==> config.mk <==
export PLATFORM = sky130hd
export DESIGN_NAME = base64url_encoder
export DESIGN_NICKNAME = d
export VERILOG_FILES = /design/src/hdl/b64u_pkg.sv /design/src/hdl/base64url_encoder.sv /design/src/hdl/b64u_front.sv /design/src/hdl/b64u_queue.sv /design/src/hdl/b64u_back.sv
export SDC_FILE = /design/constraint.sdc
export NUM_CORES = 1
export LEC_CHECK = 0
export BUFFER_PORTS_ARGS = -buffer_cell sky130_fd_sc_hd__clkbuf_2
export CAP_MARGIN = 5
export CELL_PAD_IN_SITES_DETAIL_PLACEMENT = 1
export CELL_PAD_IN_SITES_GLOBAL_PLACEMENT = 2
export CORE_MARGIN = 2
export CORE_UTILIZATION = 40
export DETAILED_ROUTE_END_ITERATION = 10
export MAX_ROUTING_LAYER = met4
export PLACE_DENSITY_LB_ADDON = 0.1
export SKIP_LAST_GASP = 1
export SLEW_MARGIN = 0
export SYNTH_ARGS = -nofsm -noshare
export SYNTH_HDL_FRONTEND = slang
export SYNTH_SLANG_ARGS = --single-unit
export TNS_END_PERCENT = 30
==> constraint.sdc <==
create_clock -name clk -period 3.5 [get_ports clk]
set_input_delay 0.875 -clock clk [delete_from_list [all_inputs] [get_ports clk]]
set_output_delay 0.875 -clock clk [all_outputs]
set_load 0.01 [all_outputs]
==> src/hdl/b64u_pkg.sv <==
// ----------------------------------------------------------------------------
// b64u_pkg
// Shared types, constants and the sextet-to-ASCII mapping for the
// base64url encoder.
// ----------------------------------------------------------------------------
package b64u_pkg;

    localparam int QDEPTH   = 2;
    localparam int QPTR_W   = $clog2(QDEPTH);
    localparam int QCOUNT_W = $clog2(QDEPTH + 1);

    typedef struct packed {
        logic [7:0] data_byte;
        logic       last_byte;
    } byte_word_t;

    typedef struct packed {
        logic [6:0] char_code;
        logic       last_char;
    } char_word_t;

    typedef enum logic [1:0] {
        PH_0 = 2'd0,
        PH_1 = 2'd1,
        PH_2 = 2'd2
    } phase_t;

    typedef enum logic {
        BK_FIRST  = 1'b0,
        BK_SECOND = 1'b1
    } back_state_t;

    typedef struct packed {
        logic [5:0] sextet0;
        logic [5:0] sextet1;
        logic       two;
        logic       mark;
    } group_t;

    typedef struct packed {
        phase_t     phase;
        logic [1:0] unused_pad;
    } front_status_t;

    localparam logic [6:0] CH_UPPER_A = 7'd65;
    localparam logic [6:0] CH_LOWER_OFS = 7'd71;
    localparam logic [6:0] CH_DIGIT_OFS = 7'd4;
    localparam logic [6:0] CH_DASH = 7'd45;
    localparam logic [6:0] CH_UNDERSCORE = 7'd95;

    function automatic logic [6:0] sextet_to_ascii(input logic [5:0] s);
        logic [6:0] c;
        if (s < 6'd26)
            c = {1'b0, s} + CH_UPPER_A;
        else if (s < 6'd52)
            c = {1'b0, s} + CH_LOWER_OFS;
        else if (s < 6'd62)
            c = {1'b0, s} - CH_DIGIT_OFS;
        else if (s == 6'd62)
            c = CH_DASH;
        else
            c = CH_UNDERSCORE;
        return c;
    endfunction

endpackage

==> src/hdl/base64url_encoder.sv <==
// ----------------------------------------------------------------------------
// base64url_encoder
// Streaming URL-safe base64 encoder without padding.
// ----------------------------------------------------------------------------
// Input channel byte_valid/byte_ready/byte_word carries one message byte
// and a flag marking the last byte of the message. Output channel
// char_valid/char_ready/char_word carries one ASCII character and a flag
// on the final character of the encoded message.
// Each byte gives one or two characters; a full three-byte group gives
// four. The output side moves one character per cycle while the receiver
// is ready, so a byte that yields two characters holds the output for
// both, and the queue takes new bytes while earlier characters drain.
// The first character of a byte passes from the queue entry into the
// output register, where the receiver can take it. A two-entry queue
// separates byte intake from character output, so intake continues
// while a character waits.
// Reset clears the group phase, the queue and the output valid flag; the
// next byte starts a new message. When the receiver stalls, the output
// character is held, the queue fills, and byte_ready drops.
// ----------------------------------------------------------------------------
module base64url_encoder (
    input  logic                 clk,
    input  logic                 rst_n,
    input  logic                 byte_valid,
    output logic                 byte_ready,
    input  b64u_pkg::byte_word_t byte_word,
    output logic                 char_valid,
    input  logic                 char_ready,
    output b64u_pkg::char_word_t char_word
);
    import b64u_pkg::*;

    group_t              q_in, q_head;
    logic                q_push, q_pop, q_full, q_empty;
    logic [QCOUNT_W-1:0] q_count;
    front_status_t       f_status;

    b64u_front u_front (
        .clk        (clk),
        .rst_n      (rst_n),
        .byte_valid (byte_valid),
        .byte_ready (byte_ready),
        .byte_word  (byte_word),
        .q_full     (q_full),
        .q_push     (q_push),
        .q_data     (q_in),
        .status     (f_status)
    );

    b64u_queue u_queue (
        .clk       (clk),
        .rst_n     (rst_n),
        .push      (q_push),
        .push_data (q_in),
        .pop       (q_pop),
        .head      (q_head),
        .full      (q_full),
        .empty     (q_empty),
        .count     (q_count)
    );

    b64u_back u_back (
        .clk        (clk),
        .rst_n      (rst_n),
        .head       (q_head),
        .q_empty    (q_empty),
        .q_pop      (q_pop),
        .char_valid (char_valid),
        .char_ready (char_ready),
        .char_word  (char_word)
    );

    a_queue_bound: assert property (@(posedge clk) disable iff (!rst_n)
        q_count <= QCOUNT_W'(QDEPTH))
        else $error("queue count beyond depth");

    a_pop_nonempty: assert property (@(posedge clk) disable iff (!rst_n)
        q_pop |-> !q_empty)
        else $error("pop from empty queue");

    a_phase_restart: assert property (@(posedge clk) disable iff (!rst_n)
        (q_push && byte_word.last_byte) |=> (f_status.phase == PH_0))
        else $error("group phase not cleared after last byte");

    a_count_step: assert property (@(posedge clk) disable iff (!rst_n)
        (q_push && !q_pop) |=> (q_count == $past(q_count) + 1'b1))
        else $error("queue count did not advance on push");

endmodule

==> src/hdl/b64u_front.sv <==
// ----------------------------------------------------------------------------
// b64u_front
// Accepts message bytes, tracks the group phase and leftover bits, and
// turns each byte into a group entry of one or two sextets.
// ----------------------------------------------------------------------------
module b64u_front (
    input  logic                   clk,
    input  logic                   rst_n,
    input  logic                   byte_valid,
    output logic                   byte_ready,
    input  b64u_pkg::byte_word_t   byte_word,
    input  logic                   q_full,
    output logic                   q_push,
    output b64u_pkg::group_t       q_data,
    output b64u_pkg::front_status_t status
);
    import b64u_pkg::*;

    phase_t     phase_reg, phase_next;
    logic [3:0] left_reg, left_next;
    logic [7:0] b;
    logic       last;

    assign b          = byte_word.data_byte;
    assign last       = byte_word.last_byte;
    assign byte_ready = !q_full;
    assign q_push     = byte_valid && !q_full;
    assign status     = '{phase: phase_reg, unused_pad: 2'b00};

    always_comb
    begin
        q_data     = '0;
        phase_next = phase_reg;
        left_next  = left_reg;
        unique case (phase_reg)
            PH_1:
            begin
                q_data.sextet0 = {left_reg[1:0], b[7:4]};
                if (last)
                begin
                    q_data.sextet1 = {b[3:0], 2'b00};
                    q_data.two     = 1'b1;
                    q_data.mark    = 1'b1;
                    phase_next     = PH_0;
                    left_next      = 4'd0;
                end
                else
                begin
                    phase_next = PH_2;
                    left_next  = b[3:0];
                end
            end
            PH_2:
            begin
                q_data.sextet0 = {left_reg, b[7:6]};
                q_data.sextet1 = b[5:0];
                q_data.two     = 1'b1;
                q_data.mark    = last;
                phase_next     = PH_0;
                left_next      = 4'd0;
            end
            default:
            begin
                q_data.sextet0 = b[7:2];
                if (last)
                begin
                    q_data.sextet1 = {b[1:0], 4'b0000};
                    q_data.two     = 1'b1;
                    q_data.mark    = 1'b1;
                    phase_next     = PH_0;
                    left_next      = 4'd0;
                end
                else
                begin
                    phase_next = PH_1;
                    left_next  = {2'b00, b[1:0]};
                end
            end
        endcase
    end

    always_ff @(posedge clk or negedge rst_n)
    begin
        if (!rst_n)
        begin
            phase_reg <= PH_0;
            left_reg  <= 4'd0;
        end
        else if (q_push)
        begin
            phase_reg <= phase_next;
            left_reg  <= left_next;
        end
    end

endmodule

==> src/hdl/b64u_queue.sv <==
// ----------------------------------------------------------------------------
// b64u_queue
// Short FIFO of group entries between the front and back parts.
// ----------------------------------------------------------------------------
module b64u_queue (
    input  logic                              clk,
    input  logic                              rst_n,
    input  logic                              push,
    input  b64u_pkg::group_t                  push_data,
    input  logic                              pop,
    output b64u_pkg::group_t                  head,
    output logic                              full,
    output logic                              empty,
    output logic [b64u_pkg::QCOUNT_W-1:0]     count
);
    import b64u_pkg::*;

    group_t              entry_reg [QDEPTH];
    logic [QPTR_W-1:0]   wr_ptr_reg, wr_ptr_next;
    logic [QPTR_W-1:0]   rd_ptr_reg, rd_ptr_next;
    logic [QCOUNT_W-1:0] count_reg, count_next;

    assign head  = entry_reg[rd_ptr_reg];
    assign full  = (count_reg == QCOUNT_W'(QDEPTH));
    assign empty = (count_reg == '0);
    assign count = count_reg;

    always_comb
    begin
        wr_ptr_next = push ? QPTR_W'(wr_ptr_reg + 1'b1) : wr_ptr_reg;
        rd_ptr_next = pop  ? QPTR_W'(rd_ptr_reg + 1'b1) : rd_ptr_reg;
        count_next  = count_reg;
        if (push && !pop)
            count_next = count_reg + 1'b1;
        else if (pop && !push)
            count_next = count_reg - 1'b1;
    end

    always_ff @(posedge clk)
    begin
        if (push)
            entry_reg[wr_ptr_reg] <= push_data;
    end

    always_ff @(posedge clk or negedge rst_n)
    begin
        if (!rst_n)
        begin
            wr_ptr_reg <= '0;
            rd_ptr_reg <= '0;
            count_reg  <= '0;
        end
        else
        begin
            wr_ptr_reg <= wr_ptr_next;
            rd_ptr_reg <= rd_ptr_next;
            count_reg  <= count_next;
        end
    end

endmodule

==> src/hdl/b64u_back.sv <==
// ----------------------------------------------------------------------------
// b64u_back
// Drains group entries one sextet per cycle while the receiver takes them,
// maps each to its ASCII character, held in the output register until taken.
// ----------------------------------------------------------------------------
module b64u_back (
    input  logic                 clk,
    input  logic                 rst_n,
    input  b64u_pkg::group_t     head,
    input  logic                 q_empty,
    output logic                 q_pop,
    output logic                 char_valid,
    input  logic                 char_ready,
    output b64u_pkg::char_word_t char_word
);
    import b64u_pkg::*;

    back_state_t state_reg, state_next;
    logic        out_valid_reg, out_valid_next;
    char_word_t  out_word_reg, out_word_next;
    logic        load;
    logic [5:0]  sextet;

    assign char_valid = out_valid_reg;
    assign char_word  = out_word_reg;
    assign load       = !q_empty && (!out_valid_reg || char_ready);

    always_comb
    begin
        state_next     = state_reg;
        out_valid_next = out_valid_reg && !char_ready;
        out_word_next  = out_word_reg;
        q_pop          = 1'b0;
        sextet         = head.sextet0;
        unique case (state_reg)
            BK_SECOND:
            begin
                sextet = head.sextet1;
                if (load)
                begin
                    out_valid_next          = 1'b1;
                    out_word_next.char_code = sextet_to_ascii(sextet);
                    out_word_next.last_char = head.mark;
                    q_pop                   = 1'b1;
                    state_next              = BK_FIRST;
                end
            end
            default:
            begin
                if (load)
                begin
                    out_valid_next          = 1'b1;
                    out_word_next.char_code = sextet_to_ascii(sextet);
                    out_word_next.last_char = head.mark && !head.two;
                    if (head.two)
                        state_next = BK_SECOND;
                    else
                        q_pop = 1'b1;
                end
            end
        endcase
    end

    always_ff @(posedge clk or negedge rst_n)
    begin
        if (!rst_n)
        begin
            state_reg     <= BK_FIRST;
            out_valid_reg <= 1'b0;
        end
        else
        begin
            state_reg     <= state_next;
            out_valid_reg <= out_valid_next;
        end
    end

    always_ff @(posedge clk)
    begin
        out_word_reg <= out_word_next;
    end

endmodule

# After elaboration in Yosys (flattened, before gate mapping)
# Memories as Yosys holds them, arrays and structs flattened.
# Cells that the tools add are included.
[totals]
latch_bits = 0
romBits = 0
out_inout_bits = 10
memories = 1
mem_bits_rw = 28
in_bits = 13
regBits = 20
[mem_list]
columns = ["name", "depth", "width", "read_ports", "rd_clocked_by_memory_dff", "write_ports", "line", "rtl"]
rows = [
  ["u_queue.entry_reg", 2, 14, 1, 0, 1, "b64u_queue.sv:18", "group_t entry_reg [QDEPTH];"],
]
[op_classes]
shift = 0
div_mod_pow = 0
n_mux = 33
n_eq_ne = 5
n_reduce_logical = 16
bitwise_logic = 0
addsub = 10
magnitude_cmp = 6
n_mul = 0
[ops]
columns = ["op", "n"]
rows = [
  ["7-bit two-way mux", 8],
  ["8-bit two-way mux", 5],
  ["6-bit by 7-bit adder with 7-bit output, second input constant", 4],
  ["14-bit one-hot mux with 2 select lines", 1],
  ["6-bit less-than comparator, second input constant", 4],
  ["6-bit by 3-bit subtractor with 7-bit output, second input constant", 2],
  ["6-bit == test, second input constant", 2],
  ["6-bit by 5-bit less-than comparator with 1-bit output, second input constant", 2],
  ["1-bit two-way mux", 12],
  ["2-bit two-way mux", 4],
  ["4-bit one-hot mux with 2 select lines", 1],
  ["1-bit logical NOT", 7],
  ["1-bit logical AND", 6],
  ["2-bit == test, second input constant", 2],
  ["4-bit two-way mux", 1],
  ["2-bit one-hot mux with 2 select lines", 1],
  ["1-bit adder, second input constant", 2],
  ["2-bit by 1-bit adder with 2-bit output, second input constant", 1],
  ["2-bit by 1-bit == test with 1-bit output, second input constant", 1],
  ["2-bit logical NOT", 1],
  ["2-bit nonzero test", 1],
  ["2-bit by 1-bit subtractor with 2-bit output, second input constant", 1],
  ["1-bit logical OR", 1],
]

# Longest topological paths before layout
# Gate-level depths: netlist (run 1).
[logic_depth]
ltp_word = 8
mapped_depth = 11
ltp_nobuf = 8

# Cells and area by module
# From an unflattened synthesis (run 1), not the netlist that was laid out.
[hier_totals]
cells_unflattened = 303
area_unflattened_um2 = 3148.0
[modules_own_cells]
columns = ["mod", "cells_each", "area_each_um2", "seq_area_each_um2", "n_inst"]
rows = [
  ["b64u_back", 174, 1323.8, 290.3, 1],
  ["b64u_queue", 60, 1249.9, 940.9, 1],
  ["b64u_front", 69, 574.3, 150.1, 1],
]

# Worst setup path after synthesis (run 1)
# No wires, ideal clock.
[synth_path]
path_kind = "reg-to-reg"
from = "register u_queue.rd_ptr_reg"
to = "register u_back.out_word_reg, in the netlist u_back.char_word[3], data pin"
n_path_buf = 3
stages_incl_launch_ff = 11
arrival_time_ns = 2.278
setup_slack_ns = 0.945
path_cell_list = "dfrtp_1 -> buf_6 -> buf_6 -> buf_8 -> mux2i_2 -> ha_1 -> nand4bb_1 -> nand2_1 -> or4_1 -> o211ai_1 -> a32oi_1"
[synth_lines]
columns = ["element", "line", "rtl"]
rows = [
  ["from (decl)", "b64u_queue.sv:20", "logic [QPTR_W-1:0] rd_ptr_reg, rd_ptr_next;"],
  ["from (signal assigned)", "b64u_queue.sv:56", "rd_ptr_reg <= rd_ptr_next;"],
  ["to (signal assigned)", "b64u_back.sv:80", "out_word_reg <= out_word_next;"],
  ["to (decl)", "b64u_back.sv:20", "char_word_t out_word_reg, out_word_next;"],
]

==> impl_metrics.env, run 1 <==
export IMPL_die_h_um=91.8
export IMPL_fin_tns_setup_ns=0
export IMPL_skew_ns=0.0125
export IMPL_wl_met1_um=3340
export IMPL_slowest_stage="dfrtp_1"
export IMPL_wirelength_um=6960
export IMPL_worst_pin_slew_ns=0.659
export IMPL_cts_buffer_depth=2
export IMPL_yosysTopAreaCell="edfxtp_1"
export IMPL_synth_distinct_cells=75
export IMPL_cp_num_buf_inv=0
export IMPL_first_pass_iters=4
export IMPL_cp_required_ns=3.56
export IMPL_gr_usage_all_layers=0.176
export IMPL_routed_wl_met3_um=168
export IMPL_cp_max_fo=10
export IMPL_root_buffer="clkbuf_8"
export IMPL_n_antenna_cell=0
export IMPL_highest_signal_layer="met4"
export IMPL_first_global_vias=2347
export IMPL_hold_viol_final=0
export IMPL_synthTopCellsByArea="edfxtp_1 (35%), dfrtp_1 (9.7%), ha_1 (5.7%), o21ai_0 (3.4%), mux2i_2 (3.1%)"
export IMPL_gp_congestion=0.830
export IMPL_core_sq_um=7610
export IMPL_critical_path_top_delay_family="compound AO/OA/AOI/OAI gates"
export IMPL_grt_first_pass_wirelength_um=11600
export IMPL_p_total_uw=3280
export IMPL_p_leak_uw=0.00127
export IMPL_drive_above_1_share=0.218
export IMPL_postRouteAntennaNets=0
export IMPL_rows=32
export IMPL_overflow=0
export IMPL_period_share=0.825
export IMPL_clkSinkCount=48
export IMPL_syn_cell_area_sq_um=3080
export IMPL_cts_tree="built"
export IMPL_criticalPathCategory="reg2reg"
export IMPL_dp_hpwl_um=5400
export IMPL_synth_seq_cells=48
export IMPL_clkLatencyLatePin_ns=0.30
export IMPL_worstPathCellList="mux2i_2 -> ha_1 -> nand4bb_1 -> nand2_1 -> a2111oi_0 -> a31oi_1 -> a2bb2oi_1"
export IMPL_clkTransAtPathRegs_ns=0.10
export IMPL_p_sw_frac=0.429
export IMPL_setup_violations=0
export IMPL_largest_register_ffs=28
export IMPL_mostFrequentLayoutCells="edfxtp_1 (36), clkbuf_2 (22), o21ai_0 (21), inv_1 (16)"
export IMPL_fmax_mhz=346
export IMPL_combPwrFrac=0.541
export IMPL_synth_edf_count=36
export IMPL_synth_net_count=305
export IMPL_vdd_drop_max_uv=362
export IMPL_syn_to_final_growth_pct=10.9
export IMPL_layout_nets=329
export IMPL_p_sw_uw=1410
export IMPL_synth_avg_cell_area_sq_um=11.1
export IMPL_synthFlopType="edfxtp_1"
export IMPL_pwr_share_clk=0.129
export IMPL_cap_viol_max_count=0
export IMPL_p_per_area_nw_per_um2=960
export IMPL_num_vias=2280
export IMPL_yosysSeqAreaShare=0.448
export IMPL_numPortBuffers=22
export IMPL_seq_area_sq_um=1380
export IMPL_end_kind="flip-flop"
export IMPL_multiInputGateArea_sq_um=1560
export IMPL_floorplan_die_width_um=91.8
export IMPL_routedWlPerCell_um=17.2
export IMPL_slowest_delay_ns=0.65
export IMPL_cts_hold_buffers=0
export IMPL_start_kind="flip-flop"
export IMPL_grt_max_degree=23
export IMPL_slew_violations=0
export IMPL_start_util=0.405
export IMPL_dieArea_sq_um=8430
export IMPL_rsz0062_at_grt="no"
export IMPL_drcViolationCount=0
export IMPL_intPower_uw=1870
export IMPL_vias_per_cell=5.63
export IMPL_hold_path_class="in2async"
export IMPL_power_frac_seq=0.330
export IMPL_synth_async_reset_ratio=0.250
export IMPL_fillers=855
export IMPL_min_period_ns=2.89
export IMPL_io_pins=23
export IMPL_met2_length_um=3330
export IMPL_syn_inst=278
export IMPL_relSlewSlack=0.560
export IMPL_cp_arrival_ns=2.95
export IMPL_yosysTopAreaCellShare=0.351
export IMPL_cts_buffers=5
export IMPL_drt_initial_drc_count=103
export IMPL_cts_htree_levels=2
export IMPL_ctsResizeCount=0
export IMPL_layout_commonest_cell="edfxtp_1"
export IMPL_status="complete, no violations"
export IMPL_cts_post_setup_buffers_inserted=0
export IMPL_antenna_found_initial=0
export IMPL_ys_warnings_count=0
cells by family after synthesis:
logic type               after synthesis  synth area share
buffers and inverters                 31            0.0466
multiplexers                          16            0.0694
AND/OR/NAND/NOR                       71             0.134
flip-flops                            48             0.448
adder cells (fa/ha/maj)               14            0.0568
AO/OA/AOI/OAI                         90             0.222
XOR/XNOR                               8            0.0227
routing by layer:
metal  up-vias  global-route usage
li1       1122                   -
met1      1115               0.228
met2        33               0.290
met3        10              0.0263
met4         0              0.0448
met5         -                   -
stage by stage:
stage               area (sq um)  setup WS, ns  utilization  hold WS, ns  std cells
detailed placement          3300         0.696        0.434        0.486        397
global route                3420         0.495        0.450        0.454        405
global placement            3300         0.810        0.434        0.483        397
CTS                         3420         0.673        0.450        0.455        405
floorplan                   3080         0.945            -        0.461        278
finish                      3420         0.611        0.450        0.449        405
cells in the mapped netlist (2+ instances only):
library cell and instances:
xor2_1 3, nand3_1 7, nand2b_1 2, o211ai_1 6, a21oi_1 6, edfxtp_1 36, nor2_1 14, inv_2 4
o21a_1 4, nor3_1 2, nor4_1 3, nor3_2 2, buf_6 2, o31ai_1 2, o21ai_0 21, dfrtp_1 12
and2_1 3, nand2_1 13, mux2i_4 2, ha_1 14, o21ai_1 3, inv_1 16, mux2_2 2, nor4b_1 3
and3_1 2, a31oi_1 4, mux2i_1 5, nor2b_1 3, xnor2_1 5, nand3b_1 5, a221oi_1 2, a22o_1 4
a21o_1 2, o311ai_0 2, clkbuf_1 6, a22oi_1 6, mux2i_2 7, a32oi_1 6
power by group through the flow:
| stage | Clock, uW | Combinational (uW) | Sequential (uW) |
|---|---|---|---|
| 4_1_cts | 434 | 1790 | 1090 |
| 2_1_floorplan | 0 | 1400 | 1040 |
| 5_1_grt | 457 | 1970 | 1110 |
| 6_report | 423 | 1770 | 1080 |
| 3_5_place_dp | 0 | 1780 | 1100 |
| 3_3_place_gp | 0 | 1780 | 1100 |
cell type report:
cell class,count,share of cell area
multi-input combinational,199,0.456
sequential,48,0.404
timing repair buffer,28,0.0454
tap,102,0.0373
clock buffer,6,0.0241
inverter,20,0.0220
clock inverter,2,0.0113
final timing paths:
kind | to | from | cells after the start | slack [ns]
worst max-delay path | u_back.char_word[5] | u_queue.rd_ptr_reg | 7 | 0.61
worst min register to register | u_queue.wr_ptr_reg | u_queue.wr_ptr_reg | 1 | 0.50
max in group asynchronous | u_front.left_reg[1] | rst_n | 1 | 2.81
worst max register to register | u_back.char_word[5] | u_queue.rd_ptr_reg | 7 | 0.61
worst min-delay path | u_queue.rd_ptr_reg | rst_n | 1 | 0.45
min in group clk | u_queue.wr_ptr_reg | u_queue.wr_ptr_reg | 1 | 0.50
Note: power is estimated with default switching activity, not from simulation.
==> run 2: changes to the inputs <==
- clock period: 3.5 -> 3 ns (I/O delays scaled with it)
==> run 2 against run 1 <==
Against the previous run:
- clock skew rose by 0.0032 ns
- first-iteration DRC count fell by 7.8%
- routed wire length rose by 2.5%
- sequential share of layout area fell by 0.31 points
- clock power rose by 32%
- final cell count rose by 0.49%
- via count barely moved
- fmax rose by 12%
- sequential power rose by 15%
- global-route usage rose by 0.49 points
- critical path depth rose by 2
- largest cell class unchanged
- highest routed layer unchanged
==> impl_metrics.env, run 2 (same netlist as run 1, synthesis figures left out) <==
export IMPL_reg2regPathDepth=9
export IMPL_overflow=0
export IMPL_start_kind="flip-flop"
export IMPL_layout_nets=331
export IMPL_gr_usage_all_layers=0.180
export IMPL_period_share=0.863
export IMPL_num_vias=2279
export IMPL_fin_tns_setup_ns=0
export IMPL_combPwrFrac=0.540
export IMPL_cap_viol_max_count=0
export IMPL_relSlewSlack=0.567
export IMPL_routedWlPerCell_um=17.5
export IMPL_fillers=850
export IMPL_p_leak_uw=0.00128
export IMPL_p_per_area_nw_per_um2=1140
export IMPL_intPower_uw=2260
export IMPL_die_h_um=91.8
export IMPL_p_sw_frac=0.422
export IMPL_layout_commonest_cell="edfxtp_1"
export IMPL_dp_hpwl_um=5530
export IMPL_first_global_vias=2261
export IMPL_fmax_mhz=386
export IMPL_cp_required_ns=3.03
export IMPL_numPortBuffers=22
export IMPL_ctsResizeCount=0
export IMPL_power_frac_seq=0.317
export IMPL_drive_above_1_share=0.220
export IMPL_drcViolationCount=0
export IMPL_hold_path_class="in2async"
export IMPL_clkTransAtPathRegs_ns=0.10
export IMPL_vias_per_cell=5.60
export IMPL_p_sw_uw=1650
export IMPL_syn_to_final_growth_pct=11.7
export IMPL_r2r_end="u_back.char_word[3]"
export IMPL_cts_buffer_depth=2
export IMPL_floorplan_die_width_um=91.8
export IMPL_grt_first_pass_wirelength_um=11800
export IMPL_min_period_ns=2.59
export IMPL_gp_congestion=0.829
export IMPL_rrSetupSlack_ns=0.41
export IMPL_grt_max_degree=25
export IMPL_drt_initial_drc_count=95
export IMPL_first_pass_iters=4
export IMPL_worst_pin_slew_ns=0.649
export IMPL_n_antenna_cell=0
export IMPL_criticalPathCategory="reg2reg"
export IMPL_io_pins=23
export IMPL_finalInstanceArea_sq_um=3450
export IMPL_cts_htree_levels=2
export IMPL_cts_buffers=5
export IMPL_dieArea_sq_um=8430
export IMPL_cts_hold_buffers=0
export IMPL_cts_tree="built"
export IMPL_clkLatencyLatePin_ns=0.31
export IMPL_root_buffer="clkbuf_8"
export IMPL_cp_max_fo=24
export IMPL_largest_register_ffs=28
export IMPL_status="complete, no violations"
export IMPL_clkSinkCount=48
export IMPL_wirelength_um=7140
export IMPL_postRouteAntennaNets=0
export IMPL_cts_post_setup_buffers_inserted=0
export IMPL_rsz0062_at_grt="no"
export IMPL_pwr_share_clk=0.143
export IMPL_rows=32
export IMPL_start_util=0.405
export IMPL_cp_arrival_ns=2.62
export IMPL_place_area_sq_um=3310
export IMPL_skew_ns=0.0157
export IMPL_antenna_found_initial=0
export IMPL_vdd_drop_max_uv=445
export IMPL_hold_viol_final=0
export IMPL_core_sq_um=7610
export IMPL_slew_violations=0
export IMPL_r2r_start="u_queue.rd_ptr_reg"
export IMPL_mostFrequentLayoutCells="edfxtp_1 (36), clkbuf_2 (22), o21ai_0 (21), inv_1 (16)"
export IMPL_setup_violations=0
export IMPL_end_kind="flip-flop"
[run 2: cell types whose count changed in the layout (fill, tap and decap cells not counted)]
cell       change
buf_4          +2
bufinv_16      +1
clkbuf_1       +1
clkbuf_8       -1
clkinv_4       -1
[run 2: area by class of cell]
class | count | area [sq um] | area share
well taps | 102 | 128 | 0.0370
flip-flops and latches | 48 | 1380 | 0.401
multi-input cells | 199 | 1560 | 0.452
inverters | 20 | 75.1 | 0.0218
clock inverters | 2 | 60.1 | 0.0174
clock buffers | 6 | 72.6 | 0.0211
repair buffers | 30 | 170 | 0.0494
[run 2: metal layers]
metal | up-vias | GRT usage | share of wire
li1 | 1123 | - | -
met1 | 1107 | 0.234 | 0.46
met2 | 42 | 0.301 | 0.50
met3 | 7 | 0.0238 | 0.026
met4 | 0 | 0.0473 | 0.0098
met5 | - | - | 0
[run 2: critical path: stages (launching register included)]
cell	delay [ns]
dfrtp_1	0.43
buf_4	0.33
mux2i_2	0.41
inv_2	0.09
ha_1	0.27
inv_1	0.10
a211o_1	0.21
nor2_1	0.07
o311ai_0	0.32
a32oi_1	0.09
[run 2: power by group through the flow]
stage / clock [uW] / sequential, uW / combinational, uW
floorplan: 0 / 1210 / 1630
global placement: 0 / 1250 / 2120
detailed placement: 0 / 1260 / 2140
CTS: 571 / 1240 / 2150
global route: 604 / 1280 / 2350
finish: 560 / 1240 / 2120
[run 2: how the worst max path moves through the flow]
stage                        from  slack, ns             endpoint  cells after the start
2_1_floorplan  u_queue.rd_ptr_reg       0.44  u_back.char_word[3]                     10
3_3_place_gp   u_queue.rd_ptr_reg       0.47  u_back.char_word[5]                      7
3_5_place_dp   u_queue.rd_ptr_reg       0.39  u_back.char_word[3]                      9
4_1_cts        u_queue.rd_ptr_reg       0.40  u_back.char_word[3]                      9
5_1_grt        u_queue.rd_ptr_reg       0.16  u_back.char_word[3]                      9
6_report       u_queue.rd_ptr_reg       0.41  u_back.char_word[3]                      9
[run 2: stage by stage]
| step | setup slack, ns | cells | hold WS (ns) | utilization | total power, uW |
|---|---|---|---|---|---|
| floorplan | 0.445 | 278 | 0.454 | - | 2840 |
| global placement | 0.468 | 399 | 0.478 | 0.436 | 3370 |
| detailed placement | 0.389 | 399 | 0.485 | 0.436 | 3400 |
| CTS | 0.396 | 407 | 0.337 | 0.453 | 3960 |
| global route | 0.162 | 407 | 0.332 | 0.453 | 4230 |
| finish | 0.411 | 407 | 0.327 | 0.453 | 3920 |
